<file path="src/hdl/lsc_pkg.sv">
// Shared constants, types and tables of the Lanczos coefficient generator.
`default_nettype none
package lsc_pkg;

  localparam int MAX_WINDOW   = 16;
  localparam int COEF_BITS    = 16;
  localparam int ADDR_W       = 3;

  localparam int MOD_STEPS    = 23;
  localparam int ANG_STEPS    = 32;
  localparam int CORDIC_STEPS = 24;
  localparam int SINC_STEPS   = 31;
  // fix, select, multiply, add and final stages on top of the iterative ones
  localparam int LANE_LAT     = MOD_STEPS + ANG_STEPS + CORDIC_STEPS + SINC_STEPS + 5;

  localparam logic signed [32:0] CORDIC_START = 33'sd652032874;
  localparam logic signed [33:0] ONE_Q30      = 34'sd1073741824;
  localparam logic [30:0]        ONE_MAG      = 31'd1073741824;
  localparam logic [17:0]        PI_Q16       = 18'd205887;

  localparam int ROUND_SH = 61 - COEF_BITS;
  localparam logic [COEF_BITS-1:0] COEF_MAX = {1'b0, {(COEF_BITS-1){1'b1}}};
  localparam logic [COEF_BITS-1:0] COEF_MIN = {1'b1, {(COEF_BITS-1){1'b0}}};

  typedef enum logic {
    REG_WINDOW_LOBES,
    REG_PHASE_COUNT
  } reg_idx_t;

  typedef struct packed {
    logic [4:0]  window_lobes;
    logic [17:0] phase_count;
  } cfg_t;

  typedef struct packed {
    logic        valid;
    logic        zero;
    logic [22:0] idx;
    logic [23:0] apos;
    logic        pneg;
    logic [22:0] d1;
    logic [22:0] d2;
  } front_t;

  typedef struct packed {
    logic        valid;
    logic        zero;
    logic [22:0] idx;
  } side_t;

  function automatic logic signed [31:0] atan_turn(input int i);
    case (i)
      0:  return 32'sd536870912;
      1:  return 32'sd316933406;
      2:  return 32'sd167458907;
      3:  return 32'sd85004756;
      4:  return 32'sd42667331;
      5:  return 32'sd21354465;
      6:  return 32'sd10679838;
      7:  return 32'sd5340245;
      8:  return 32'sd2670163;
      9:  return 32'sd1335087;
      10: return 32'sd667544;
      11: return 32'sd333772;
      12: return 32'sd166886;
      13: return 32'sd83443;
      14: return 32'sd41722;
      15: return 32'sd20861;
      16: return 32'sd10430;
      17: return 32'sd5215;
      18: return 32'sd2608;
      19: return 32'sd1304;
      20: return 32'sd652;
      21: return 32'sd326;
      22: return 32'sd163;
      23: return 32'sd81;
      default: return 32'sd0;
    endcase
  endfunction

endpackage
`default_nettype wire

</file>
<file path="src/hdl/lsc_cfg_regs.sv">
// APB register file: window lobes and phase count.
`default_nettype none
module lsc_cfg_regs (
  input  logic                       clk,
  input  logic                       rst,
  input  logic                       psel,
  input  logic                       penable,
  input  logic                       pwrite,
  input  logic [lsc_pkg::ADDR_W-1:0] paddr,
  input  logic [31:0]                pwdata,
  output logic [31:0]                prdata,
  output logic                       pready,
  output lsc_pkg::cfg_t              cfg
);

  lsc_pkg::reg_idx_t idx;
  logic [4:0]        window_lobes;
  logic [17:0]       phase_count;

  assign idx    = lsc_pkg::reg_idx_t'(paddr[2]);
  assign pready = 1'b1;
  assign cfg    = '{window_lobes: window_lobes, phase_count: phase_count};

  always_ff @(posedge clk) begin
    if (rst) begin
      window_lobes <= 5'd3;
      phase_count  <= 18'd44100;
    end else if (psel && penable && pwrite) begin
      unique case (idx)
        lsc_pkg::REG_WINDOW_LOBES: window_lobes <= pwdata[4:0];
        lsc_pkg::REG_PHASE_COUNT:  phase_count  <= pwdata[17:0];
      endcase
    end
  end

  always_comb begin
    unique case (idx)
      lsc_pkg::REG_WINDOW_LOBES: prdata = 32'(window_lobes);
      lsc_pkg::REG_PHASE_COUNT:  prdata = 32'(phase_count);
    endcase
  end

endmodule
`default_nettype wire

</file>
<file path="config.mk">
export PLATFORM = sky130hd
export DESIGN_NAME = lsc_cfg_regs
export DESIGN_NICKNAME = d
export VERILOG_FILES = /design/src/hdl/lsc_pkg.sv /design/src/hdl/lsc_cfg_regs.sv
export SDC_FILE = /design/constraint.sdc
export NUM_CORES = 1
export LEC_CHECK = 0
export BUFFER_PORTS_ARGS = -buffer_cell sky130_fd_sc_hd__buf_2
export CORE_UTILIZATION = 36
export DETAILED_ROUTE_END_ITERATION = 10
export PLACE_DENSITY_LB_ADDON = 0.1
export SYNTH_ARGS = -nofsm -noshare
export SYNTH_HDL_FRONTEND = slang
export SYNTH_SLANG_ARGS = --single-unit
export TNS_END_PERCENT = 50
</file>
<file path="constraint.sdc">
create_clock -name clk -period 1.3 [get_ports clk]
set_clock_uncertainty 0.1 [all_clocks]
set_input_delay 0.39 -clock clk [delete_from_list [all_inputs] [get_ports clk]]
set_output_delay 0.39 -clock clk [all_outputs]
set_load 0.01 [all_outputs]
</file>
[Yosys cells after proc, flatten, opt, wreduce, memory -nomap -nowiden]
Index checks and enable logic that the tools add are counted.
Word-level totals
  bits in registers: 23
  input port bits: 40
  output and inout port bits: 56
  logic and storage cells: 8
Cells by class
  multiplexer cells: 1
  bitwise logic cells: 1
  reduce and logical (&&, ||, !) cells: 4
Operators by type and width (number)
  $pmux 32 s2: 1
  $reduce_and 2->1: 2
  $logic_and 1x1->1: 2
  $not 1->1: 1

[Depth between registers and ports, before layout]
  depth after elaboration: 3
  gate-level depth with buffers: 4
  gate-level depth less buffers: 2

[Worst setup path after synthesis]
No wires, ideal clock.
  kind: input -> output
  start point: input port paddr[2] (netlist name)
  end point: output port prdata[10]
  arrival: 0.947 ns
  required time: 0.810 ns
  slack: -0.137 ns
  stages: 3
  path buffers: 2
  cells stage by stage: buf_2 > clkbuf_1 > and2_1
On the way
  cells in the longest elaborated chain, start to end: 2
RTL lines
  start, declared: line lsc_cfg_regs.sv:9  | input logic [lsc_pkg::ADDR_W-1:0] paddr,
  $not 1->1 (no line)
  $pmux 32 s2 (*): line lsc_cfg_regs.sv:37  | unique case (idx)
  end, declared: line lsc_cfg_regs.sv:11  | output logic [31:0] prdata,
Mark *: on every way between the ends. The rest lies on a longest branch, timed or not. The select of a mux whose other input is x is not followed.

[Final worst setup path]
  start point: register phase_count[4]
  end point: output port prdata[4]
On the way
  cells in the longest elaborated chain, start to end: 1
RTL lines
  start, declared: line lsc_cfg_regs.sv:18  | logic [17:0] phase_count;
  start signal, assigned: line lsc_cfg_regs.sv:31  | lsc_pkg::REG_PHASE_COUNT: phase_count <= pwdata[17:0];
  $pmux 32 s2: line lsc_cfg_regs.sv:37
Every way passes these cells. The select of a mux whose other input is x is not followed.

==> impl_metrics.xml <==
<?xml version="1.0" encoding="UTF-8"?>
<metrics>
  <group name="status">
    <metric name="outcome" unit="">finished with violations</metric>
    <metric name="violations_in_the_final_reports" unit="">negative setup slack</metric>
  </group>
  <group name="sta">
    <metric name="max-slew-margin-rel" unit="">0.594</metric>
    <metric name="tightest_slew" unit="ns">0.609</metric>
    <metric name="postLayoutSetupSlackWorst" unit="ns">-0.249</metric>
    <metric name="max_freq" unit="MHz">646</metric>
    <metric name="rsz0062_at_grt" unit="">yes</metric>
    <metric name="setup_viol" unit="">27</metric>
    <metric name="layout_min_cycle_time" unit="ns">1.55</metric>
    <metric name="totalNegativeSetupSlack" unit="ns">-3.68</metric>
    <metric name="slew_limit_fails" unit="">0</metric>
    <metric name="final-hold-violation-count" unit="">0</metric>
    <metric name="timing.final.crit_share" unit="">1.19</metric>
  </group>
  <group name="clocking">
    <metric name="cts-root-buf" unit="">sky130_fd_sc_hd__clkbuf_4</metric>
    <metric name="tritoncts_num_sinks" unit="">23</metric>
    <metric name="clk_transition_reported_paths" unit="ns">0.13</metric>
    <metric name="clock_tree.htree_level_count" unit="">1</metric>
    <metric name="tritoncts.num_buffers" unit="">3</metric>
    <metric name="insertion_delay" unit="ns">0.31</metric>
    <metric name="cts_tree" unit="">yes</metric>
    <metric name="holdBufCountCts" unit="">0</metric>
    <metric name="maximum_number_of_buffers_from_clock_root_to_sink" unit="">2</metric>
  </group>
  <group name="logic_synthesis">
    <metric name="leading_register_cell_type_out_of_synthesis" unit="">sky130_fd_sc_hd__dfxtp_1</metric>
    <metric name="ys_warn_count" unit="">0</metric>
    <metric name="synthMostInstantiatedCell" unit="">sky130_fd_sc_hd__nand2b_1</metric>
    <metric name="distinct_cell_type_count_after_synthesis" unit="">15</metric>
    <metric name="postSynth.asyncResetShare" unit="">0</metric>
    <metric name="synth_cells" unit="">138</metric>
    <metric name="syn-mean-instance-area" unit="sq um">9.30</metric>
    <metric name="syn_area" unit="sq mm">0.00128</metric>
    <metric name="synth-edff-count" unit="">0</metric>
    <metric name="synth.ff_latch_count" unit="">23</metric>
    <metric name="yosysSeqAreaShare" unit="">0.359</metric>
    <metric name="yosysTopAreaCellShare" unit="">0.359</metric>
    <metric name="synth.top_cells.by_count" unit="">sky130_fd_sc_hd__nand2b_1, sky130_fd_sc_hd__dfxtp_1, sky130_fd_sc_hd__mux2i_1, sky130_fd_sc_hd__nor2_1, sky130_fd_sc_hd__buf_4</metric>
    <metric name="post_synth_main_area_contributors" unit="">sky130_fd_sc_hd__dfxtp_1, sky130_fd_sc_hd__mux2i_1, sky130_fd_sc_hd__nand2b_1</metric>
    <metric name="post-synth-top-area-cell" unit="">sky130_fd_sc_hd__dfxtp_1</metric>
  </group>
  <group name="placement">
    <metric name="gp_congestion" unit="">0.655</metric>
    <metric name="place_hpwl" unit="microns">1920</metric>
    <metric name="dpl-instance-area" unit="sq mm">0.00164</metric>
    <metric name="port_buffers" unit="">64</metric>
    <metric name="preCtsSetupSlack" unit="ns">-0.304</metric>
  </group>
  <group name="global_routing">
    <metric name="global_route_usage_sum" unit="">0.151</metric>
    <metric name="antenna_violations_before_repair" unit="">0</metric>
    <metric name="grt_util_met3" unit="">0.0311</metric>
    <metric name="grt_pass1_wl" unit="microns">4150</metric>
    <metric name="globalRouteOverflowTotal" unit="">0</metric>
    <metric name="groute.layer.met2.usage" unit="">0.281</metric>
    <metric name="maximum_number_of_pins_on_one_net_before_global_route_repair" unit="">45</metric>
    <metric name="grt_pass1_vias" unit="">933</metric>
    <metric name="top_usage_layer" unit="">met2</metric>
    <metric name="grt_util_met1" unit="">0.167</metric>
  </group>
  <group name="power_and_ir_drop">
    <metric name="power-per-cell-area" unit="mW/mm^2">668</metric>
    <metric name="p_leak" unit="uW">0.000955</metric>
    <metric name="worst_ir_drop_vdd" unit="mV">0.540</metric>
  </group>
  <group name="cells_and_area">
    <metric name="final_layout_size_suffix_gt1_frac" unit="">0.599</metric>
    <metric name="flow.area_growth_from_synthesis" unit="%">62.3</metric>
    <metric name="final_net_count" unit="">253</metric>
    <metric name="layout.cell_area.non_filler" unit="sq mm">0.00208</metric>
    <metric name="antenna_cells_inserted" unit="">0</metric>
  </group>
  <group name="critical_path">
    <metric name="critPathMaxFanout" unit="">3</metric>
    <metric name="worstSetupStartpointType" unit="">flip-flop</metric>
    <metric name="critical_path_class" unit="">reg -&gt; out</metric>
    <metric name="critical_path_arrival" unit="ns">1.06</metric>
    <metric name="worst_setup_path_end_kind" unit="">output pin</metric>
    <metric name="critical_path_required" unit="ns">0.81</metric>
  </group>
  <group name="detailed_routing">
    <metric name="postRouteWirelength" unit="microns">3020</metric>
    <metric name="drc" unit="">0</metric>
    <metric name="antenna_left" unit="">0</metric>
    <metric name="drt-pass1-iter-count" unit="">4</metric>
    <metric name="post_drt_via_cell_ratio" unit="">4.36</metric>
    <metric name="vias" unit="">1126</metric>
    <metric name="routedWlPerCell" unit="microns">11.7</metric>
    <metric name="drt_iter0_drc" unit="">14</metric>
  </group>
  <group name="floorplan">
    <metric name="fp.dieArea" unit="sq mm">0.00381</metric>
    <metric name="placementRows" unit="">21</metric>
    <metric name="die_h" unit="microns">61.7</metric>
    <metric name="initial_utilization" unit="">0.382</metric>
    <metric name="top_level_ports" unit="">96</metric>
    <metric name="core_region_area" unit="sq mm">0.00336</metric>
    <metric name="chipWidth" unit="microns">61.7</metric>
  </group>
  <group name="min_path">
    <metric name="holdCritPathClass" unit="">in -&gt; reg</metric>
  </group>
  <group name="job">
    <metric name="maxcap_violations" unit="">0</metric>
  </group>
</metrics>
## worst max-delay path, stage by stage (launching register included)
cell and delay, ns:
sky130_fd_sc_hd__dfxtp_2 0.36, sky130_fd_sc_hd__mux2_4 0.26, sky130_fd_sc_hd__buf_6 0.12
## stage by stage
stage,util,hold WS [ns],power [uW],instances
global placement,0.486,0.369,986,241
CTS,0.573,0.197,1370,253
finish,0.619,0.201,1390,258
detailed placement,0.486,0.381,991,241
global route,0.619,0.186,1460,258
floorplan,-,0.400,942,151
## worst paths after layout
path                                 startpoint               to  slack, ns  cells past startpoint
worst min-delay path                 pwdata[17]  phase_count[17]       0.20                      3
worst max-delay path             phase_count[4]        prdata[4]      -0.25                      2
worst min register to register  phase_count[16]  phase_count[16]       0.39                      2
worst max register to register  window_lobes[1]  window_lobes[1]       0.39                      4
## per-layer routing
metal	share of wire	routed length, microns
met1	0.40	1220
met2	0.53	1590
met3	0.055	167
met4	0.013	38
met5	0	0
## cells by family (layout without fill, tap and decap cells)
logic type	after synthesis	after routing	share of synthesized area
DFF	23	23	0.359
buffers and inverters	25	86	0.141
and+or+nand+nor	60	60	0.271
other	2	15	0.00585
muxes	28	28	0.223
## placed cells by master (no fill, tap or decap), drive strengths merged
master	count
and2	13
nand2b	28
and4b	1
nand4b	1
clkinv	1
dfxtp	23
conb	15
mux2i	23
mux2	5
clkbuf	3
and4	1
nor2	16
buf	82
## flip-flops by register name, summed over array words and instances (netlist names)
signal,flops
phase_count,18
window_lobes,5
## timing repair
action,in CTS,in global routing
endpoints found under the hold margin,0,0
buffers inserted,8,6
gates resized for setup,56,23
setup endpoints to repair,41,41
## power breakdown
| group | leakage [uW] | switching (uW) | total [uW] | internal (uW) |
|---|---|---|---|---|
| sequential | 0.000190 | 13.6 | 737 | 723 |
| clock | 0.0000177 | 226 | 341 | 115 |
| combinational | 0.000747 | 132 | 313 | 182 |
| total | 0.000955 | 371 | 1390 | 1020 |
## area by class of cell
type | instances | area (sq um)
Fill cell | 305 | 1280
Timing Repair Buffer | 82 | 772
Multi-Input combinational cell | 103 | 737
Sequential cell | 23 | 489
Tap cell | 46 | 57.6
Clock buffer | 3 | 22.5
Clock inverter | 1 | 5.00
Power figures use the tool's default switching activity.
