--- src/hdl/lsc_pkg.sv ---
// Shared constants, types and tables of the Lanczos coefficient generator.
`default_nettype none
package lsc_pkg;

  localparam int MAX_WINDOW   = 16;
  localparam int COEF_BITS    = 16;
  localparam int ADDR_W       = 3;

  localparam int MOD_STEPS    = 23;
  localparam int ANG_STEPS    = 32;
  localparam int CORDIC_STEPS = 24;
  localparam int SINC_STEPS   = 31;
  // fix, select, multiply, add and final stages on top of the iterative ones
  localparam int LANE_LAT     = MOD_STEPS + ANG_STEPS + CORDIC_STEPS + SINC_STEPS + 5;

  localparam logic signed [32:0] CORDIC_START = 33'sd652032874;
  localparam logic signed [33:0] ONE_Q30      = 34'sd1073741824;
  localparam logic [30:0]        ONE_MAG      = 31'd1073741824;
  localparam logic [17:0]        PI_Q16       = 18'd205887;

  localparam int ROUND_SH = 61 - COEF_BITS;
  localparam logic [COEF_BITS-1:0] COEF_MAX = {1'b0, {(COEF_BITS-1){1'b1}}};
  localparam logic [COEF_BITS-1:0] COEF_MIN = {1'b1, {(COEF_BITS-1){1'b0}}};

  typedef enum logic {
    REG_WINDOW_LOBES,
    REG_PHASE_COUNT
  } reg_idx_t;

  typedef struct packed {
    logic [4:0]  window_lobes;
    logic [17:0] phase_count;
  } cfg_t;

  typedef struct packed {
    logic        valid;
    logic        zero;
    logic [22:0] idx;
    logic [23:0] apos;
    logic        pneg;
    logic [22:0] d1;
    logic [22:0] d2;
  } front_t;

  typedef struct packed {
    logic        valid;
    logic        zero;
    logic [22:0] idx;
  } side_t;

  function automatic logic signed [31:0] atan_turn(input int i);
    case (i)
      0:  return 32'sd536870912;
      1:  return 32'sd316933406;
      2:  return 32'sd167458907;
      3:  return 32'sd85004756;
      4:  return 32'sd42667331;
      5:  return 32'sd21354465;
      6:  return 32'sd10679838;
      7:  return 32'sd5340245;
      8:  return 32'sd2670163;
      9:  return 32'sd1335087;
      10: return 32'sd667544;
      11: return 32'sd333772;
      12: return 32'sd166886;
      13: return 32'sd83443;
      14: return 32'sd41722;
      15: return 32'sd20861;
      16: return 32'sd10430;
      17: return 32'sd5215;
      18: return 32'sd2608;
      19: return 32'sd1304;
      20: return 32'sd652;
      21: return 32'sd326;
      22: return 32'sd163;
      23: return 32'sd81;
      default: return 32'sd0;
    endcase
  endfunction

endpackage
`default_nettype wire

--- src/hdl/lsc_if.sv ---
// Request and result channel interfaces.
`default_nettype none
interface lsc_in_if;
  logic        valid;
  logic        ready;
  logic [17:0] phase_offset;
  logic [4:0]  tap_number;
  modport source (output valid, output phase_offset, output tap_number, input ready);
  modport sink (input valid, input phase_offset, input tap_number, output ready);
endinterface

`default_nettype wire

--- src/hdl/lsc_front.sv ---
// Front stages: effective registers, position, magnitude and table index.
`default_nettype none
module lsc_front (
  input  logic            clk,
  input  logic            rst,
  input  logic            adv,
  input  lsc_pkg::cfg_t   cfg,
  lsc_in_if.sink          in_ch,
  output lsc_pkg::front_t fo
);

  logic [4:0]         a_eff;
  logic [17:0]        r_eff;
  logic signed [6:0]  t;
  logic               f1_valid;
  logic signed [25:0] f1_prod;
  logic [17:0]        f1_off;
  logic [22:0]        f1_d1;
  logic [22:0]        f1_d2;
  logic [22:0]        f1_idx;
  logic signed [26:0] pos;

  assign in_ch.ready = adv;

  always_comb begin
    if (cfg.window_lobes == 5'd0) begin
      a_eff = 5'd1;
    end else if (cfg.window_lobes > 5'(lsc_pkg::MAX_WINDOW)) begin
      a_eff = 5'(lsc_pkg::MAX_WINDOW);
    end else begin
      a_eff = cfg.window_lobes;
    end
    r_eff = (cfg.phase_count == 18'd0) ? 18'd1 : cfg.phase_count;
    t = $signed({2'b00, in_ch.tap_number}) + 7'sd1 - $signed({2'b00, a_eff});
  end

  assign pos = 27'(f1_prod) - 27'($signed({1'b0, f1_off}));

  always_ff @(posedge clk) begin
    if (rst) begin
      f1_valid <= 1'b0;
      fo.valid <= 1'b0;
    end else if (adv) begin
      f1_valid <= in_ch.valid;
      fo.valid <= f1_valid;
      f1_prod  <= 26'(t) * 26'($signed({1'b0, r_eff}));
      f1_off   <= in_ch.phase_offset;
      f1_d1    <= 23'(r_eff);
      f1_d2    <= 23'(a_eff) * 23'(r_eff);
      f1_idx   <= 23'(24'(in_ch.phase_offset) * 24'({a_eff, 1'b0})
                  + 24'(in_ch.tap_number));
      fo.zero  <= (pos == 27'sd0);
      fo.pneg  <= pos[26];
      fo.apos  <= 24'(pos[26] ? -pos : pos);
      fo.idx   <= f1_idx;
      fo.d1    <= f1_d1;
      fo.d2    <= f1_d2;
    end
  end

endmodule
`default_nettype wire

--- src/flat_wrapper.sv ---
// flat-port wrapper written by rule: the top's interface ports become plain ports
module lsc_front_flat 
  (clk, rst, adv, cfg, fo, in_ch_valid, in_ch_phase_offset, in_ch_tap_number, in_ch_ready);
  lsc_in_if in_ch_i ();
  input  logic clk;
  input  logic rst;
  input  logic adv;
  input  lsc_pkg::cfg_t cfg;
  output lsc_pkg::front_t fo;
  input wire logic [$bits(in_ch_i.valid)-1:0] in_ch_valid;
  input wire logic [$bits(in_ch_i.phase_offset)-1:0] in_ch_phase_offset;
  input wire logic [$bits(in_ch_i.tap_number)-1:0] in_ch_tap_number;
  output wire logic [$bits(in_ch_i.ready)-1:0] in_ch_ready;
  assign in_ch_i.valid = in_ch_valid;
  assign in_ch_i.phase_offset = in_ch_phase_offset;
  assign in_ch_i.tap_number = in_ch_tap_number;
  assign in_ch_ready = in_ch_i.ready;
  lsc_front u_core (.clk(clk), .rst(rst), .adv(adv), .cfg(cfg), .in_ch(in_ch_i), .fo(fo));
endmodule
--- config.mk ---
export PLATFORM = sky130hd
export DESIGN_NAME = lsc_front_flat
export DESIGN_NICKNAME = d
export VERILOG_FILES = /design/src/hdl/lsc_pkg.sv /design/src/hdl/lsc_if.sv /design/src/hdl/lsc_front.sv /design/src/flat_wrapper.sv
export SDC_FILE = /design/constraint.sdc
export NUM_CORES = 1
export LEC_CHECK = 0
export ABC_AREA = 1
export BUFFER_PORTS_ARGS = -buffer_cell sky130_fd_sc_hd__buf_2
export CAP_MARGIN = 40
export CORE_MARGIN = 2
export CORE_UTILIZATION = 40
export DETAILED_ROUTE_END_ITERATION = 8
export PLACE_DENSITY = 0.6
export SETUP_SLACK_MARGIN = 0.1
export SYNTH_ARGS = -nofsm -noshare
export SYNTH_HDL_FRONTEND = slang
export SYNTH_SLANG_ARGS = --single-unit
--- constraint.sdc ---
create_clock -name clk -period 19.5 [get_ports clk]
set_input_delay 2.925 -clock clk [delete_from_list [all_inputs] [get_ports clk]]
set_output_delay 2.925 -clock clk [all_outputs]
set_load 0.03 [all_outputs]
* After elaboration in Yosys (flattened, before gate mapping)
Cells that the tools add are included.
Storage, ports and cells: register bits after elaboration 200, input port bits 50, output and inout port bits 97, logic and storage cells 31
Cells by class: add/subtract/negate cells 5, multiply operators 3, $lt $le $gt $ge 1, muxes and demuxes 4, bitwise logic cells 1, reductions and logical operators 4
Operator list (number):
- $logic_not A27 Y1 | 1
- $sub A26 B19 Y27 | 1
- $mul A7 B19 Y26 | 1
- $mux W24 | 1
- $neg A24 Y24 | 1
- $add A23 B5 Y23 | 1
- $mul A5 B18 Y23 | 1
- $mul A18 B5 Y22 | 1
- $logic_not A18 Y1 | 1
- $mux W18 | 1
- $mux W5 | 2
- $sub A6 B5 Y7 | 1
- $add A5 B1 Y6 const B | 1
- $gt A5 B5 Y1 const B | 1
- $logic_not A5 Y1 | 1
- $reduce_and A2 Y1 | 1
- $not A1 Y1 | 1

* Longest topological paths before layout
depth after elaboration 5, gate-level depth with buffers 35

* Worst setup path after synthesis
OpenSTA, ideal clock, no wires.
path kind input port to flip-flop, start input adv, end register u_core.f1_d1[0], enable pin, arrival 11252 ps, slack 7484 ps, stages on the path 2, cells stage by stage inv_1 -> nor2_1
Between the ends: word-level cells in the longest chain between the ends 1
Ends and longest elaborated chain:
- start: declaration | line flat_wrapper.sv:7 | input logic adv;
- $reduce_and A2 Y1 (no source line)
- end signal: assignment | line lsc_front.sv:48 | f1_d1 <= 23'(r_eff);
- end: declaration | line lsc_front.sv:18 | logic [22:0] f1_d1;
No other way between the ends. A chain may end at the register's enable or synchronous reset.

* Final worst setup path
start input cfg[22] (netlist bit), end register u_core.f1_prod[22], data pin
Between the ends: word-level cells in the longest chain between the ends 5, elaborated cells on any way between the ends 6
Ends and longest elaborated chain:
- start: declaration | line flat_wrapper.sv:8 | input lsc_pkg::cfg_t cfg;
- $gt A5 B5 Y1 | line lsc_front.sv:28 | end else if (cfg.window_lobes > 5'(lsc_pkg::MAX_WINDOW)) begin
- $mux W5 | line lsc_front.sv:28
- $mux W5 (*) | line lsc_front.sv:26 | if (cfg.window_lobes == 5'd0) begin
- $sub A6 B5 Y7 (*) | line lsc_front.sv:34 | t = $signed({2'b00, in_ch.tap_number}) + 7'sd1 - $signed({2'b00, a_eff});
- $mul A7 B19 Y26 (*) | line lsc_front.sv:46 | f1_prod <= 26'(t) * 26'($signed({1'b0, r_eff}));
- end signal: assignment | line lsc_front.sv:46
- end: declaration | line lsc_front.sv:16 | logic signed [25:0] f1_prod;
Mark *: on every way between the ends. The rest lies on a longest branch, timed or not.

==> results.py <==
metrics = {
    "logic_synthesis": {
        "netlist.area_leader.share_pct": 31.10,
        "avgSynthCellArea_um2": 8.451,
        "synthTopCellsByCount": "529 x nand2_1, 469 x inv_1, 248 x nor2_1",
        "yosys.area_share.simple_pct": 20.38,
        "synth_compound_area_share_pct": 4.536,
        "synth_top_family_by_area": "adder cells",
        "yosysWarnings": 0,
        "syn_inst": 2262,
        "synth_edf_count": 198,
        "synth_xor_area_share_pct": 4.202,
        "synthMuxAreaShare_pct": 0,
        "syn_area_um2": 19120,
        "dominantRegCellSynth": "edfxtp_1",
        "seq_area_frac_synth_pct": 31.31,
        "synth.largest_area_cell": "edfxtp_1",
        "synth_most_common_cell": "nand2_1",
        "synth_fa_ha_area_share_pct": 28.69,
        "yosysUniqueCellTypes": 47,
        "postSynth.asyncResetShare_pct": 0,
        "synth-seq-cells": 200,
        "synthTopCellsByArea": "edfxtp_1 31%, fa_1 19%, nand2_1 10%",
    },
    "global_routing": {
        "grt_use_total_pct": 19.25,
        "grt_pass1_vias": 15190,
        "antenna_found_initial": 3,
        "grt_max_degree": 74,
        "grt_overflow": 0,
        "grt_pass1_wl_um": 75150,
    },
    "power_and_ir_drop": {
        "power_switching_mw": 1.398,
        "clock_power_share_pct": 12.7,
        "switching_share_pct": 48.80,
        "vdd_ir_drop_max_mv": 0.1077,
        "power_density_nw_per_um2": 136.2,
        "power_mw": 2.866,
        "comb_power_share_pct": 64.3,
        "p_int_mw": 1.467,
        "leakagePower_nw": 10.73,
        "sequentialPowerShare_pct": 23.0,
    },
    "sta": {
        "tightest_slew_ps": 820.7,
        "fmax_ghz": 0.1024,
        "maxSlewViolCount": 0,
        "max_slew_margin_pct": 45.28,
        "fin_crit_sh_pct": 50.07,
        "fin_setup_tns_ps": 0,
        "fin_crit_ps": 9764,
        "setup_viol_count_final": 0,
        "fin_worst_skew_ps": 17.20,
        "finalHoldViolCount": 0,
        "rsz0062_at_grt": "no",
        "whs_ps": 420.9,
    },
    "die": {
        "ioPinCount": 147,
        "dieArea_um2": 49560,
        "core_um2": 47450,
        "initial_utilization_pct": 40.29,
        "fp.dieH_um": 222.6,
        "die_w_um": 222.6,
        "core.rowCount": 80,
    },
    "clock_tree": {
        "cts_tree": "yes",
        "worstSkewPairLatency_ps": 510,
        "cts_num_sinks": 200,
        "clockRootBuffer": "clkbuf_16",
        "cts_buffers": 17,
        "clock_path_buffers": 2,
        "htree_num_levels": 4,
        "clk_pin_slew_ps": 70,
        "postCtsSetupBuffers": 0,
        "postCtsHoldBufs": 0,
        "cts_resized": 0,
    },
    "final_layout": {
        "area_delta_synth_final_pct": 10.08,
        "final_layout_size_suffix_gt1_share_pct": 9.538,
        "nets": 2748,
        "seqCellArea_um2": 5986,
        "multiInputGateArea_um2": 11080,
        "fillers": 4734,
    },
    "critical_path": {
        "r2r_cells": 18,
        "r2r_start": "u_core.f1_prod[0]$_DFFE_PP_",
        "critPathRequiredTime_ps": 19750,
        "critical_path.max_fanout": 41,
        "max_stage_delay_ps": 560,
        "crit_path_end_kind": "register",
        "crit_path_top_delay_cell": "fa_1",
        "reg2reg_to": "u_core.fo[69]$_DFFE_PP_",
        "startpoint_type": "input pin",
        "crit_family": "adder cells",
        "worst-setup-path-type": "in2reg",
        "arrival_ps": 10010,
        "r2r_slack_ps": 16560,
        "path_buf_inv": 7,
    },
    "hold_path": {
        "hp-class": "reg2reg",
        "hold-path-endpoint": "u_core.fo[40]$_DFFE_PP_",
        "hold_start": "u_core.f1_d1[17]$_DFFE_PP_",
        "hold_depth": 0,
    },
    "drt": {
        "antenna_left": 0,
        "drtIter0Drc": 856,
        "wl_um": 45190,
        "firstDrtPassIters": 5,
        "wl_per_cell_um": 15.08,
        "vias": 14610,
        "avgViaCountPerCell": 4.878,
        "route.detailed.drc": 0,
    },
    "run": {
        "maxCapViolCount": 0,
    },
    "outcome": {
        "outcome": "finished, final reports clean",
    },
    "placed_design": {
        "port_buffers": 141,
        "gp_congestion": 0.8903,
        "dpl.hpwl_um": 37130,
    },
}
-- worst max-delay path by stage --
stage,startpoint,end,depth (start not counted)
CTS,cfg[22],u_core.f1_prod[22]$_DFFE_PP_,29
global placement,cfg[22],u_core.f1_prod[22]$_DFFE_PP_,31
floorplan,adv,u_core.f1_d1[0]$_DFFE_PP_,2
detailed placement,cfg[22],u_core.f1_prod[22]$_DFFE_PP_,29
global route,cfg[22],u_core.f1_prod[22]$_DFFE_PP_,29
finish,cfg[22],u_core.f1_prod[22]$_DFFE_PP_,29
-- per-stage QoR --
stage	setup WS, ps	cell area (um^2)	util [%]	std cells
final	9736	21040	44.35	2996
after global routing	9254	21040	44.35	2995
after CTS	9763	21040	44.35	2995
after detailed placement	9216	20440	43.09	2963
after global placement	9361	20370	42.94	2960
after floorplan	7484	19130	-	2266
-- cell usage in the layout (no fill, tap or decap), types with 30 or more instances in the layout --
cell type / n
a21oi_1: 89
buf_2: 141
edfxtp_1: 198
fa_1: 179
ha_1: 152
inv_1: 469
nand2_1: 529
nand3_1: 88
nor2_1: 246
o21ai_0: 30
xor2_1: 54
-- worst reg2reg max path: stages, from the launching register on --
cell and delay, ps:
edfxtp_1 380, inv_1 60, ha_1 140, inv_1 90, fa_1 430, nand2_1 130
nand2_1 100, nand3_1 100, nand2_1 130, nand3_1 100, nand2_1 60, xor2_1 320
nand2_1 140, nor2_1 160, nand2_1 90, nand2_1 110, nand2_1 60, nand2_1 60
nand2_1 50
-- state kept, by name, summed over array words and instances, names as in the netlist --
register and flops:
u_core.f1_valid 1, u_core.f1_d2 23, u_core.f1_off 18, u_core.f1_d1 18, u_core.fo 91, u_core.f1_idx 23, u_core.f1_prod 26
-- power by group through the flow --
stage / Combinational (mW) / Clock [mW] / Sequential (mW)
5_1_grt: 2.13 / 0.392 / 0.666
3_3_place_gp: 1.81 / 0 / 0.667
4_1_cts: 1.85 / 0.379 / 0.660
3_5_place_dp: 1.84 / 0 / 0.669
2_1_floorplan: 1.37 / 0 / 0.703
6_report: 1.84 / 0.363 / 0.659
-- routing by layer --
metal  up-vias  global-route usage (%)  part of all wire (%)
met5         -                       0                 0.018
met4         2                   6.343                   2.4
met3        70                   4.126                   4.5
met2       332                   32.44                    48
met1      7010                   24.64                    45
li1       7199                       -                     -
-- area by class of cell --
type	count	share of cell area [%]
Sequential cell	200	28.45
Clock inverter	15	0.8206
Antenna cell	1	0.01189
Inverter	474	8.467
Tap cell	615	3.657
Timing Repair Buffer	150	3.901
Clock buffer	17	2.022
Multi-Input combinational cell	1524	52.68
-- cell families (layout without fill, tap and decap cells) --
family                     Yosys count  after routing
DFF                                200            200
xor gates and xnor gates            87             87
other                                1              6
buffers and inverters              542            656
AOI/OAI and AO/OA                  155            155
adders and majority gates          331            331
and+or+nand+nor                    946            946
(Power assumes the default switching activity.)
