<file path="config.mk">
export PLATFORM = sky130hd
export DESIGN_NAME = lsc_back_flat
export DESIGN_NICKNAME = d
export VERILOG_FILES = /design/src/hdl/lsc_pkg.sv /design/src/hdl/lsc_if.sv /design/src/hdl/lsc_back.sv /design/src/flat_wrapper.sv
export SDC_FILE = /design/constraint.sdc
export NUM_CORES = 2
export LEC_CHECK = 0
export ABC_AREA = 1
export BUFFER_PORTS_ARGS = -buffer_cell sky130_fd_sc_hd__buf_2
export CAP_MARGIN = 5
export CORE_ASPECT_RATIO = 0.5
export CORE_UTILIZATION = 44
export CTS_CLUSTER_DIAMETER = 80
export DETAILED_ROUTE_END_ITERATION = 10
export GPL_TIMING_DRIVEN = 0
export PLACE_DENSITY = 0.62
export SETUP_SLACK_MARGIN = 0.2
export SLEW_MARGIN = 20
export SYNTH_ARGS = -nofsm -noshare
export SYNTH_HDL_FRONTEND = slang
export SYNTH_SLANG_ARGS = --single-unit
</file>
<file path="constraint.sdc">
create_clock -name clk -period 10.2 [get_ports clk]
set_clock_uncertainty 0.2 [all_clocks]
set_input_delay 2.04 -clock clk [delete_from_list [all_inputs] [get_ports clk]]
set_output_delay 2.04 -clock clk [all_outputs]
set_load 0.02 [all_outputs]
</file>
<file path="src/hdl/lsc_pkg.sv">
// Shared constants, types and tables of the Lanczos coefficient generator.
`default_nettype none
package lsc_pkg;

  localparam int MAX_WINDOW   = 16;
  localparam int COEF_BITS    = 16;
  localparam int ADDR_W       = 3;

  localparam int MOD_STEPS    = 23;
  localparam int ANG_STEPS    = 32;
  localparam int CORDIC_STEPS = 24;
  localparam int SINC_STEPS   = 31;
  // fix, select, multiply, add and final stages on top of the iterative ones
  localparam int LANE_LAT     = MOD_STEPS + ANG_STEPS + CORDIC_STEPS + SINC_STEPS + 5;

  localparam logic signed [32:0] CORDIC_START = 33'sd652032874;
  localparam logic signed [33:0] ONE_Q30      = 34'sd1073741824;
  localparam logic [30:0]        ONE_MAG      = 31'd1073741824;
  localparam logic [17:0]        PI_Q16       = 18'd205887;

  localparam int ROUND_SH = 61 - COEF_BITS;
  localparam logic [COEF_BITS-1:0] COEF_MAX = {1'b0, {(COEF_BITS-1){1'b1}}};
  localparam logic [COEF_BITS-1:0] COEF_MIN = {1'b1, {(COEF_BITS-1){1'b0}}};

  typedef enum logic {
    REG_WINDOW_LOBES,
    REG_PHASE_COUNT
  } reg_idx_t;

  typedef struct packed {
    logic [4:0]  window_lobes;
    logic [17:0] phase_count;
  } cfg_t;

  typedef struct packed {
    logic        valid;
    logic        zero;
    logic [22:0] idx;
    logic [23:0] apos;
    logic        pneg;
    logic [22:0] d1;
    logic [22:0] d2;
  } front_t;

  typedef struct packed {
    logic        valid;
    logic        zero;
    logic [22:0] idx;
  } side_t;

  function automatic logic signed [31:0] atan_turn(input int i);
    case (i)
      0:  return 32'sd536870912;
      1:  return 32'sd316933406;
      2:  return 32'sd167458907;
      3:  return 32'sd85004756;
      4:  return 32'sd42667331;
      5:  return 32'sd21354465;
      6:  return 32'sd10679838;
      7:  return 32'sd5340245;
      8:  return 32'sd2670163;
      9:  return 32'sd1335087;
      10: return 32'sd667544;
      11: return 32'sd333772;
      12: return 32'sd166886;
      13: return 32'sd83443;
      14: return 32'sd41722;
      15: return 32'sd20861;
      16: return 32'sd10430;
      17: return 32'sd5215;
      18: return 32'sd2608;
      19: return 32'sd1304;
      20: return 32'sd652;
      21: return 32'sd326;
      22: return 32'sd163;
      23: return 32'sd81;
      default: return 32'sd0;
    endcase
  endfunction

endpackage
`default_nettype wire

</file>
<file path="src/hdl/lsc_if.sv">
// Request and result channel interfaces.
`default_nettype none


interface lsc_out_if;
  logic                          valid;
  logic                          ready;
  logic signed [lsc_pkg::COEF_BITS-1:0] coefficient;
  logic [22:0]                   table_index;
  modport source (output valid, output coefficient, output table_index, input ready);
  modport sink (input valid, input coefficient, input table_index, output ready);
endinterface
`default_nettype wire

</file>
<file path="src/hdl/lsc_back.sv">
// Product, rounding, saturation and output register with skid stage.
`default_nettype none
module lsc_back (
  input  logic           clk,
  input  logic           rst,
  input  lsc_pkg::side_t side,
  input  logic [30:0]    m1,
  input  logic           n1,
  input  logic [30:0]    m2,
  input  logic           n2,
  output logic           adv,
  lsc_out_if.source      out_ch
);

  logic                          b1_valid;
  logic                          b1_zero;
  logic [22:0]                   b1_idx;
  logic [61:0]                   b1_prod;
  logic                          b1_neg;
  logic [62:0]                   rnd;
  logic [lsc_pkg::COEF_BITS:0]   mag;
  logic [lsc_pkg::COEF_BITS-1:0] coef_c;
  logic                          out_valid;
  logic [lsc_pkg::COEF_BITS-1:0] out_coef;
  logic [22:0]                   out_idx;
  logic                          skid_v;
  logic [lsc_pkg::COEF_BITS-1:0] skid_coef;
  logic [22:0]                   skid_idx;

  assign adv = !skid_v;

  assign rnd = 63'(b1_prod) + (63'(1) << (lsc_pkg::ROUND_SH - 1));
  assign mag = rnd[lsc_pkg::ROUND_SH +: lsc_pkg::COEF_BITS + 1];

  always_comb begin
    if (b1_zero) begin
      coef_c = lsc_pkg::COEF_MAX;
    end else if (b1_neg) begin
      coef_c = (mag > ({1'b0, lsc_pkg::COEF_MAX} + 1'b1))
             ? lsc_pkg::COEF_MIN : lsc_pkg::COEF_BITS'(~mag + 1'b1);
    end else begin
      coef_c = (mag > {1'b0, lsc_pkg::COEF_MAX})
             ? lsc_pkg::COEF_MAX : lsc_pkg::COEF_BITS'(mag);
    end
  end

  always_ff @(posedge clk) begin
    if (adv) begin
      b1_zero <= side.zero;
      b1_idx  <= side.idx;
      b1_prod <= 62'(m1) * 62'(m2);
      b1_neg  <= n1 ^ n2;
    end
  end

  always_ff @(posedge clk) begin
    if (rst) begin
      b1_valid  <= 1'b0;
      out_valid <= 1'b0;
      skid_v    <= 1'b0;
    end else begin
      if (adv) begin
        b1_valid <= side.valid;
      end
      if (!out_valid || out_ch.ready) begin
        if (skid_v) begin
          out_valid <= 1'b1;
          out_coef  <= skid_coef;
          out_idx   <= skid_idx;
          skid_v    <= 1'b0;
        end else begin
          out_valid <= b1_valid;
          out_coef  <= coef_c;
          out_idx   <= b1_idx;
        end
      end else if (!skid_v && b1_valid) begin
        skid_v    <= 1'b1;
        skid_coef <= coef_c;
        skid_idx  <= b1_idx;
      end
    end
  end

  assign out_ch.valid       = out_valid;
  assign out_ch.coefficient = out_coef;
  assign out_ch.table_index = out_idx;

  a_skid_needs_out: assert property (@(posedge clk) disable iff (rst)
    skid_v |-> out_valid)
    else $error("skid holds a result while the output register is empty");

  a_stall_to_skid: assert property (@(posedge clk) disable iff (rst)
    (b1_valid && adv && out_valid && !out_ch.ready) |=> skid_v)
    else $error("result lost while output stalled");

  a_zero_is_max: assert property (@(posedge clk) disable iff (rst)
    (b1_valid && b1_zero && !skid_v && (!out_valid || out_ch.ready))
      |=> (out_coef == lsc_pkg::COEF_MAX))
    else $error("zero position did not give the saturated unit value");

endmodule
`default_nettype wire

</file>
<file path="src/flat_wrapper.sv">
// flat-port wrapper written by rule: the top's interface ports become plain ports
module lsc_back_flat 
  (clk, rst, side, m1, n1, m2, n2, adv, out_ch_valid, out_ch_coefficient, out_ch_table_index, out_ch_ready);
  lsc_out_if out_ch_i ();
  input  logic clk;
  input  logic rst;
  input  lsc_pkg::side_t side;
  input  logic [30:0] m1;
  input  logic n1;
  input  logic [30:0] m2;
  input  logic n2;
  output logic adv;
  output wire logic [$bits(out_ch_i.valid)-1:0] out_ch_valid;
  output wire logic [$bits(out_ch_i.coefficient)-1:0] out_ch_coefficient;
  output wire logic [$bits(out_ch_i.table_index)-1:0] out_ch_table_index;
  input wire logic [$bits(out_ch_i.ready)-1:0] out_ch_ready;
  assign out_ch_valid = out_ch_i.valid;
  assign out_ch_coefficient = out_ch_i.coefficient;
  assign out_ch_table_index = out_ch_i.table_index;
  assign out_ch_i.ready = out_ch_ready;
  lsc_back u_core (.clk(clk), .rst(rst), .side(side), .m1(m1), .n1(n1), .m2(m2), .n2(n2), .adv(adv), .out_ch(out_ch_i));
endmodule
</file>
Word-level counts from Yosys, hierarchy flattened
Cells that the tools add are included.
{ "word_totals": {"wordCells": 34, "out_inout_bits": 41, "input_bits": 92, "reg_bits": 168} }
{ "classes": {"mul": 1, "reduce_logical": 7, "bitwise_logic": 4, "muxes": 7, "n_addsub": 2, "order_cmp": 2} }
{ "op_table": {"columns": ["cell", "n"], "rows": [
  ["$mux W16", 5],
  ["$add A62 B45 Y62 const B", 1],
  ["$mul A31 B31 Y62", 1],
  ["$mux W23", 1],
  ["$gt A17 B15 Y1 const B", 1],
  ["$gt A17 B16 Y1 const B", 1],
  ["$add A16 B1 Y16 const B", 1],
  ["$not A16 Y16", 1],
  ["$reduce_and A3 Y1", 1],
  ["$logic_not A1 Y1", 2],
  ["$not A1 Y1", 2],
  ["$reduce_and A2 Y1", 1],
  ["$reduce_or A2 Y1", 1],
  ["$logic_and A1 B1 Y1", 1],
  ["$logic_or A1 B1 Y1", 1],
  ["$mux W1", 1],
  ["$xor A1 B1 Y1", 1]
]} }

Longest topological paths before layout
{ "depth": {"depth_word": 7, "depth_mapped": 30, "ltp_nobuf": 29} }

Worst setup path before layout
OpenSTA, ideal clock, no wires.
{ "synth_timing": {"path_type": "input -> register", "from": "in m2[8]", "to": "reg u_core.b1_prod[53], data pin", "required_ps": 9748, "cell_stages": 26, "arrival_time_ps": 7812, "setup_ps": 252, "path_buffers": 1, "setup_slack_ps": 1936, "cell_sequence": "clkbuf_1 -> nand2_1 -> inv_1 -> fa_1 -> fa_1 -> inv_1 -> fa_1 -> fa_1 -> inv_1 -> fa_1 -> fa_1 -> fa_1 -> inv_1 -> fa_1 -> inv_1 -> ha_1 -> nand2_1 -> inv_1 -> a21oi_1 -> nor2_1 -> o21ai_0 -> nand3_1 -> a211oi_1 -> nand2_1 -> nand2_1 -> nand2_1"} }
{ "synth_via": {"elab_chain_cells": 1} }
{ "synth_rtl": {"columns": ["element", "line", "rtl"], "rows": [
  ["from (decl)", "flat_wrapper.sv:10", "input logic [30:0] m2;"],
  ["$mul A31 B31 Y62", "lsc_back.sv:51", "b1_prod <= 62'(m1) * 62'(m2);"],
  ["to (signal assigned)", "lsc_back.sv:51", null],
  ["to (decl)", "lsc_back.sv:18", "logic [61:0] b1_prod;"]
]} }
Every way passes these cells.
A chain may end at the register's enable or synchronous reset.

Final worst setup path
{ "layout_timing": {"from": "in m2[12]", "to": "reg u_core.b1_prod[53], data pin"} }
The elaborated chain is that of the path after synthesis.

==> results.sh <==
export IMPL_status="completed"
export IMPL_fillerInstances=8312
export IMPL_fin_nets=6000
export IMPL_setup_tns_ps=0
export IMPL_die_h_um=208
export IMPL_end_kind="flop"
export IMPL_cap_viol_max_count=0
export IMPL_ys_types=39
export IMPL_antenna_found_initial=14
export IMPL_hold_path_class="reg2reg"
export IMPL_wirelength_mm=144
export IMPL_seq_area_um2=3690
export IMPL_worst_slew_pin_slew_ps=1300
export IMPL_hold_slack_ps=248
export IMPL_final_cell_mix="inv_1 (1384), nand2_1 (1375), fa_1 (836), ha_1 (255), clkbuf_1 (172)"
export IMPL_yosysSeqAreaShare=0.0989
export IMPL_clock_path_buffers=2
export IMPL_syn_avg_cell_area_um2=8.01
export IMPL_postCtsHoldBufs=0
export IMPL_avgViaCountPerCell=5.21
export IMPL_cts_root_buffer_cell="clkbuf_16"
export IMPL_slew_headroom=0.134
export IMPL_drtPass1Iterations=6
export IMPL_post_cts_buffers=0
export IMPL_hpwl_mm=124
export IMPL_drive_above_1_share=0.0476
export IMPL_grt_max_degree=54
export IMPL_multiInputGateArea_um2=27700
export IMPL_gp_congestion=1.08
export IMPL_antenna_left=0
export IMPL_grt_pass1_wl_mm=211
export IMPL_yosysWarnings=0
export IMPL_die_area_um2=86100
export IMPL_die_w_um=414
export IMPL_rsz0062_at_grt="no"
export IMPL_final_common_cell="inv_1"
export IMPL_synthesis_nets=5845
export IMPL_cts_sinks=124
export IMPL_fmax_mhz=102
export IMPL_worstSetupPathType="in2reg"
export IMPL_clk_insertion_delay_late_ps=410
export IMPL_finalCriticalPeriod_ps=9790
export IMPL_cp_arrival_ps=9750
export IMPL_drcViolationCount=0
export IMPL_cp_required_ps=10160
export IMPL_rows=75
export IMPL_gr_total_overflow=0
export IMPL_startpoint_type="input port"
export IMPL_cts_max_level=4
export IMPL_route_detailed_wl_per_inst_um=24.1
export IMPL_synthesis_area_um2=37300
export IMPL_routed_via_count=30998
export IMPL_start_util=0.445
export IMPL_gr_usage_all_layers=0.340
export IMPL_cts_clk_slew_worst_paths_ps=60
export IMPL_cts_buffers=17
export IMPL_core_um2=83900
export IMPL_syn_inst=4662
export IMPL_syn_to_final_growth_pct=7.50
export IMPL_hold_viol_final=0
export IMPL_io_buffers=132
export IMPL_worstPathMaxFanout=10
export IMPL_io_pins=133
export IMPL_finalCritPeriodShare=0.960
export IMPL_slew_violations=0
export IMPL_cts_tree="built"
export IMPL_synth_seq_cells=124
export IMPL_grt_pass1_vias=31938
export IMPL_drt_iter0_drc=3374
export IMPL_finalSetupViolCount=0
## worst paths after layout
| path | slack, ps | startpoint | cells past startpoint | end |
|---|---|---|---|---|
| worst min-delay path | 250 | u_core.b1_idx[2] | 0 | u_core.skid_idx[2] |
| worst max-delay path | 410 | m2[12] | 25 | u_core.b1_prod[53] |
| worst max register to register | 7070 | u_core.b1_prod[44] | 11 | u_core.out_ch.coefficient[10] |
| worst min register to register | 250 | u_core.b1_idx[2] | 0 | u_core.skid_idx[2] |
## registers in the layout (all words and copies together) (netlist names)
register / flops
u_core.b1_idx: 23
u_core.b1_neg: 1
u_core.b1_prod: 18
u_core.b1_valid: 1
u_core.b1_zero: 1
u_core.out_ch.coefficient: 16
u_core.out_ch.table_index: 23
u_core.out_ch.valid: 1
u_core.skid_coef: 16
u_core.skid_idx: 23
u_core.skid_v: 1
## cell usage after synthesis (all sizes together)
cell	number	area (µm²)
inv	1387	5210
nand2	1386	5240
fa	836	16700
ha	255	3190
clkbuf	191	717
nor2	144	578
edfxtp	121	3630
nand3	77	430
a21oi	76	380
o21ai	60	300
nand4	15	93.8
nor3	14	85.1
xor2	14	123
o21bai	13	97.6
a31oi	11	68.8
buf	10	57.6
nor4	10	62.6
xnor2	8	70.1
a21o	6	45.0
o21a	6	45.0
o211ai	5	37.5
a211oi	4	30.0
a21boi	3	22.5
dfxtp	3	60.1
clkinv	2	7.51
nand3b	2	15.0
or2	2	12.5
and3	1	6.26
## what timing repair did
item                       CTS  global route
gates resized for setup      0            38
setup endpoints to repair    0             3
hold endpoints to repair     0             0
## layout make-up
type	instances	share of cell area
antenna	3	0.000187
buffer	201	0.0200
clock buffer	18	0.0107
clock inverter	14	0.00461
inverter	1389	0.130
multi-input combinational	2948	0.689
sequential	124	0.0920
tap	1116	0.0348
timing repair buffer	136	0.0185
## kinds of logic (layout without fill, tap and decap cells)
| family | Yosys count | after routing | synth area share |
|---|---|---|---|
| simple gates | 1651 | 1651 | 0.175 |
| flops | 124 | 124 | 0.0989 |
| buf+inv | 1590 | 1758 | 0.160 |
| compound gates | 184 | 184 | 0.0275 |
| fa+ha+maj | 1091 | 1091 | 0.534 |
| xor+xnor | 22 | 22 | 0.00516 |
| other cells | 0 | 3 | 0 |
## worst max-delay path: stages
cell	delay, ps
buf_2	160
clkbuf_1	790
nand2_1	100
inv_1	100
fa_1	400
inv_1	70
fa_1	470
fa_1	640
fa_1	600
inv_1	60
fa_1	790
fa_1	530
fa_1	470
fa_1	740
ha_1	340
nand2_1	130
inv_1	50
a21oi_1	190
nor2_1	60
o21ai_0	260
nand3_1	170
a211oi_1	330
nand2_1	90
nand2_1	70
nand2_1	70
## per-layer routing
layer | GRT usage | part of all wire
met4 | 0.0813 | 0.028
met5 | 0 | 0.00082
met2 | 0.483 | 0.40
met1 | 0.488 | 0.43
met3 | 0.128 | 0.15
## metrics by stage
stage	util	area (µm²)	worst slack (ps)	cells
2_1_floorplan	-	37300	1940	4662
3_3_place_gp	0.470	39400	38.0	5910
3_5_place_dp	0.471	39500	34.4	5913
4_1_cts	0.478	40100	455	5945
5_1_grt	0.478	40100	205	5946
6_report	0.479	40100	411	5949
Power is not shown: default switching activity piles up to over one toggle a cycle in this logic, so the estimate is an artifact.
